### src/rtl/cau_pkg.sv
`default_nettype none
// ----------------------------------------------------------------------------
// cau_pkg
// Shared types and codes for the complex integer arithmetic unit.
// ----------------------------------------------------------------------------
package cau_pkg;

   localparam int RES_BITS = 33;

   typedef logic [1:0] op_type;

   localparam op_type OP_ADD = 2'd0;
   localparam op_type OP_SUB = 2'd1;
   localparam op_type OP_MUL = 2'd2;
   localparam op_type OP_DIV = 2'd3;

   typedef logic [RES_BITS-1:0] res_type;

   // fields that ride alongside the divider datapath
   typedef struct packed {
      logic    is_div;
      logic    dz;
      logic    sign_r;
      logic    sign_i;
      res_type res_r;
      res_type res_i;
   } cau_side_type;

endpackage
`default_nettype wire

### src/rtl/cau_div_stage.sv
`default_nettype none
// ----------------------------------------------------------------------------
// cau_div_stage
// One registered restoring divide step for the real and imaginary quotients.
// ----------------------------------------------------------------------------
module cau_div_stage
   import cau_pkg::*;
#(
   parameter int DW = 32
) (
   input  wire logic          clock,
   input  wire logic          reset,
   input  wire logic          load,
   input  wire logic          in_valid,
   input  wire logic [DW-1:0] den_i,
   input  wire logic [DW-1:0] rem_r_i,
   input  wire logic [DW-1:0] pq_r_i,
   input  wire logic [DW-1:0] rem_i_i,
   input  wire logic [DW-1:0] pq_i_i,
   input  wire cau_side_type  side_i,
   output logic               out_valid,
   output logic [DW-1:0]      den_o,
   output logic [DW-1:0]      rem_r_o,
   output logic [DW-1:0]      pq_r_o,
   output logic [DW-1:0]      rem_i_o,
   output logic [DW-1:0]      pq_i_o,
   output cau_side_type       side_o
);

   function automatic logic [2*DW-1:0] div_step(
      input logic [DW-1:0] rem,
      input logic [DW-1:0] pq,
      input logic [DW-1:0] den
   );
      logic [DW:0]   t;
      logic [DW:0]   d;
      logic [DW-1:0] rn;
      logic          qb;
      t  = {rem, pq[DW-1]};
      d  = t - {1'b0, den};
      qb = !d[DW];
      rn = qb ? d[DW-1:0] : t[DW-1:0];
      return {rn, pq[DW-2:0], qb};
   endfunction

   logic              valid_ff;
   logic [DW-1:0]     den_ff, rem_r_ff, pq_r_ff, rem_i_ff, pq_i_ff;
   cau_side_type      side_ff;
   logic [2*DW-1:0]   step_r_in, step_i_in;

   assign step_r_in = div_step(rem_r_i, pq_r_i, den_i);
   assign step_i_in = div_step(rem_i_i, pq_i_i, den_i);

   always_ff @(posedge clock) begin
      if (reset) begin
         valid_ff <= 1'b0;
      end else if (load) begin
         valid_ff <= in_valid;
      end
   end

   always_ff @(posedge clock) begin
      if (load) begin
         den_ff   <= den_i;
         rem_r_ff <= step_r_in[2*DW-1:DW];
         pq_r_ff  <= step_r_in[DW-1:0];
         rem_i_ff <= step_i_in[2*DW-1:DW];
         pq_i_ff  <= step_i_in[DW-1:0];
         side_ff  <= side_i;
      end
   end

   assign out_valid = valid_ff;
   assign den_o     = den_ff;
   assign rem_r_o   = rem_r_ff;
   assign pq_r_o    = pq_r_ff;
   assign rem_i_o   = rem_i_ff;
   assign pq_i_o    = pq_i_ff;
   assign side_o    = side_ff;

endmodule
`default_nettype wire

### config.mk
export PLATFORM = sky130hd
export DESIGN_NAME = cau_div_stage
export DESIGN_NICKNAME = d
export VERILOG_FILES = /design/src/rtl/cau_pkg.sv /design/src/rtl/cau_div_stage.sv
export SDC_FILE = /design/constraint.sdc
export NUM_CORES = 1
export LEC_CHECK = 0
export BUFFER_PORTS_ARGS = -buffer_cell sky130_fd_sc_hd__buf_2
export CORE_AREA = 3 3 179 181
export DETAILED_ROUTE_END_ITERATION = 7
export DIE_AREA = 0 0 182 184
export HOLD_SLACK_MARGIN = 0.12
export PLACE_DENSITY_LB_ADDON = 0.08
export SLEW_MARGIN = 30
export SYNTH_ARGS = -nofsm -noshare
export SYNTH_HDL_FRONTEND = slang
export SYNTH_SLANG_ARGS = --single-unit
### constraint.sdc
create_clock -name clock -period 2.5 [get_ports clock]
set_input_delay 0 -clock clock [delete_from_list [all_inputs] [get_ports clock]]
set_output_delay 0 -clock clock [all_outputs]
set_load 0.01 [all_outputs]
Word-level counts from Yosys, hierarchy flattened. Cells that the tools add are included. Widths: inputs -> output; s select.

$add $sub $neg: 2. Muxes and demuxes: 2. Reductions and logical operators: 2.

Operators by type and width (count): $sub 33x32->33 (2); $mux 32 (2); $logic_not 1->1 (2).

Register bits after elaboration: 231. Input port bits: 234. Output and inout port bits: 231. Logic and storage cells: 18.

Logic depth before layout (Yosys ltp).
Depth in word-level cells: 2. Gate-level depth with buffers: 13. Mapped depth without buffers: 12.

Least setup slack after synthesis. OpenSTA, ideal clock, no wires.

Path type: input to register. From: input pq_i_i[31]. To: register rem_i_ff[10], in the netlist rem_i_o[10], data pin. Library setup time: 0.260 ns. Data arrival time: 2.426 ns. Data required time: 2.240 ns. Slack: -0.187 ns. Stages: 13. Buffers on the path: 1. Path through: inv_1 > ha_1 > fa_1 > nor2b_1 > o31a_1 > o31ai_1 > a31o_2 > o21ai_2 > a21oi_2 > o21ai_2 > xor2_2 > buf_6 > mux2_4.

Word-level cells in the longest chain between the ends: 2.

Ends and longest elaborated chain: start: declaration (line cau_div_stage.sv:19) `input wire logic [DW-1:0] pq_i_i,`; $sub 33x32->33 (line cau_div_stage.sv:40) `d = t - {1'b0, den};`; $mux 32 (line cau_div_stage.sv:42) `rn = qb ? d[DW-1:0] : t[DW-1:0];`; via step_i_in[42] (line cau_div_stage.sv:49) `logic [2*DW-1:0] step_r_in, step_i_in;`; end signal: assignment (line cau_div_stage.sv:67) `rem_i_ff <= step_i_in[2*DW-1:DW];`; end: declaration (line cau_div_stage.sv:47) `logic [DW-1:0] den_ff, rem_r_ff, pq_r_ff, rem_i_ff, pq_i_ff;`.

The timed path passes the listed nets, and every way through them passes these cells. A chain may end at the register's enable or synchronous reset.

Final worst setup path.
From: input rem_r_i[17]. To: register rem_r_ff[17], in the netlist rem_r_o[17], data pin.

Word-level cells in the longest chain between the ends: 2.

Ends and longest elaborated chain: start: declaration (line cau_div_stage.sv:16) `input wire logic [DW-1:0] rem_r_i,`; $sub 33x32->33 (line cau_div_stage.sv:40); $mux 32 (line cau_div_stage.sv:42); via step_r_in[49] (line cau_div_stage.sv:49); end signal: assignment (line cau_div_stage.sv:65) `rem_r_ff <= step_r_in[2*DW-1:DW];`; end: declaration (line cau_div_stage.sv:47).

The timed path passes the listed nets, and every way through them passes these cells.

==> flow_metrics.tcl <==
set metrics [dict create \
    status "complete, but fails checks" \
    violations "hold timing" \
    peakVddDrop_uv 504.5 \
    portBuffers 464 \
    drc_errors 0 \
    core_area_sq_um 30590 \
    vias 9971 \
    place_ws_ns -0.6437 \
    worstPathArrival_ns 2.72 \
    crit_path_start "rem_r_i[17]" \
    critPathMaxFanout 7 \
    finalInstanceArea_sq_um 18760 \
    syn_area_per_cell_sq_um 13.56 \
    cts_tree "done" \
    finalNetCount 1994 \
    worst_slack_ns 0.04821 \
    p_switching_mw 3.188 \
    required_ns 2.77 \
    synth_cells 825 \
    h-tree-depth 1 \
    area_delta_synth_final_pct 67.63 \
    hold_slack_ns -0.3435 \
    rows 64 \
    clock_skew_ns 0 \
    grt_pass1_vias 10400 \
    start_kind "primary input" \
    yosysUniqueCellTypes 59 \
    hpwl_mm 29.69 \
    p_per_area_nw_per_um2 629.4 \
    root_buffer "clkbuf_16" \
    p_comb_share_pct 26.3 \
    hold_start "den_i[0]" \
    grt_usage_pct 22.34 \
    drive_gt1_share_pct 43.52 \
    drt-initial-drc-count 458 \
    async_flop_share_pct 0 \
    p_int_mw 8.617 \
    power.total_mw 11.81 \
    synth_edf_count 230 \
    synth_fp_nets 1125 \
    period_share_pct 98.07 \
    synth_seq_cells 231 \
    fmax_ghz 0.4079 \
    finalHoldViolations 3 \
    numCtsBuffers 26 \
    rr_startpoint "out_valid$_SDFFE_PP0P_" \
    synth.cell_area_sq_um 11190 \
    finalMaxSlewViolations 0 \
    share_seq_of_total_power_pct 41.3 \
    die_y_um 184 \
    grt_overflow 0 \
    cellLeakagePower_nw 8.491 \
    hold_path_class "in2reg" \
    antenna_found_initial 6 \
    slew_headroom_pct 60.68 \
    placed_area_sq_um 15150 \
    finalSetupViolCount 0 \
    rsz0062_at_grt "true" \
    mostFrequentLayoutCell "buf_2" \
    clkSinkCount 231 \
    stdcell_count 2112 \
    viasPerCell 4.721 \
    critPathKind "in2reg" \
    dieArea_sq_um 33490 \
    worst_slew_pin_slew_ns 0.5898 \
    cts_buffer_depth 3 \
    clkLatencyLatePin_ns 0.53 \
    critPathCaptureType "flip-flop" \
    drv_cap 0 \
    post-route-min-period_ns 2.452 \
    drt_pre_antenna_iters 5 \
    wirelength_mm 39.97 \
    die-width_um 182 \
    final_util_pct 61.32 \
    final_cell_mix "buf_2, dlygate4sd3_1, edfxtp_1, buf_4, nand2_1" \
    num_io_pins 465 \
    dpl.cell_count 1817 \
    avgRoutedWirePerCell_um 18.92 \
    clk_pin_slew_ns 0.07 \
    postRouteAntennaNets 0 \
    grt_pass1_wl_mm 58.45 \
    initial_core_util_pct 36.58 \
    switching_share_pct 27.01 \
    synth_warnings 0 \
    ys_seq_area_share_pct 61.90 \
    tns_ns 0 \
    pwr-share-clk_pct 32.3 \
    ys.flop_type "edfxtp_1" \
    gp_congestion 0.8762 \
    grt_max_degree 74 \
]
-- what timing repair did --
action,CTS,global route
hold buffers,232,3
hold endpoints to repair,294,6
pin swaps,0,25
resized for setup,4,50
setup buffers,0,9
gates cloned,0,3
endpoints found under the setup margin,17,63
-- state kept, by name (all words and copies together) (netlist names) --
name	cells
side_o	70
den_o	32
pq_i_o	32
pq_r_o	32
rem_i_o	32
rem_r_o	32
out_valid	1
-- area by class of cell --
type                    count  area (sq um)
fillers                  2467         11830
clock buffers              37         743.2
diodes                      2         5.005
multi-input cells         525          4252
repair buffers            861          6013
clock inverters            11         117.6
flip-flops and latches    231          6927
inverters                  49         203.9
well taps                 396         495.5
-- power groups by stage --
stage	sequential (mW)	combinational (mW)	clock, mW
after floorplan	5.18	1.12	0
after global placement	4.95	2.63	0
after detailed placement	4.95	2.64	0
after CTS	4.88	2.96	3.91
after global routing	4.91	3.38	4.08
final	4.88	3.11	3.82
-- Yosys cell counts, types with 8 or more instances --
cell type | number | share of area [%]
a21o_1 | 25 | 1.7
nand2_1 | 67 | 2.2
nand2b_1 | 8 | 0.45
o21ai_0 | 53 | 2.4
nand4_1 | 13 | 0.73
clkbuf_1 | 11 | 0.37
edfxtp_1 | 230 | 62
xnor2_1 | 23 | 1.8
ha_1 | 64 | 7.2
nor2_1 | 30 | 1.0
inv_1 | 48 | 1.6
xor2_1 | 28 | 2.2
a31oi_1 | 13 | 0.73
and3_1 | 9 | 0.50
mux2_4 | 31 | 4.2
nand3_1 | 11 | 0.49
a21oi_1 | 51 | 2.3
-- logic make-up (layout without fill, tap and decap cells) --
family          count (synthesis)  count (layout)  share of synthesized area (%)
buf+inv                        69             958                          2.583
compound gates                201             201                          11.71
mux                            39              39                          4.920
other cells                     0               2                              0
simple gates                  166             166                          7.089
flops                         231             231                          61.90
xor+xnor                       53              53                          4.283
fa+ha+maj                      66              66                          7.514
-- worst max-delay path, cell delays in order --
cell and delay, ns:
dlygate4sd3_1 0.54, buf_2 0.15, ha_1 0.29, nand4_1 0.17, nor2_2 0.18, o31ai_4 0.10
buf_4 0.15, a21oi_4 0.16, o221ai_4 0.14, xor2_4 0.32, clkinv_4 0.18, mux2_4 0.32
-- path summary, 6_finish.rpt --
check | endpoint | slack [ns] | cells after the start
setup / recovery | rem_r_o[17]$_DFFE_PP_ | 0.05 | 12
hold / removal | den_o[0]$_DFFE_PP_ | -0.34 | 1
setup reg to reg | out_valid$_SDFFE_PP0P_ | 1.38 | 3
hold reg to reg | out_valid$_SDFFE_PP0P_ | 1.03 | 3
-- metal layers --
metal | vias up | track usage, % | share of wire [%]
met2 | 316 | 40.68 | 52
li1 | 4879 | - | -
met5 | - | 0 | 0.17
met3 | 71 | 5.600 | 7.0
met4 | 10 | 6.246 | 2.6
met1 | 4695 | 26.19 | 38
No activity file was read; power rests on OpenSTA's default activity.
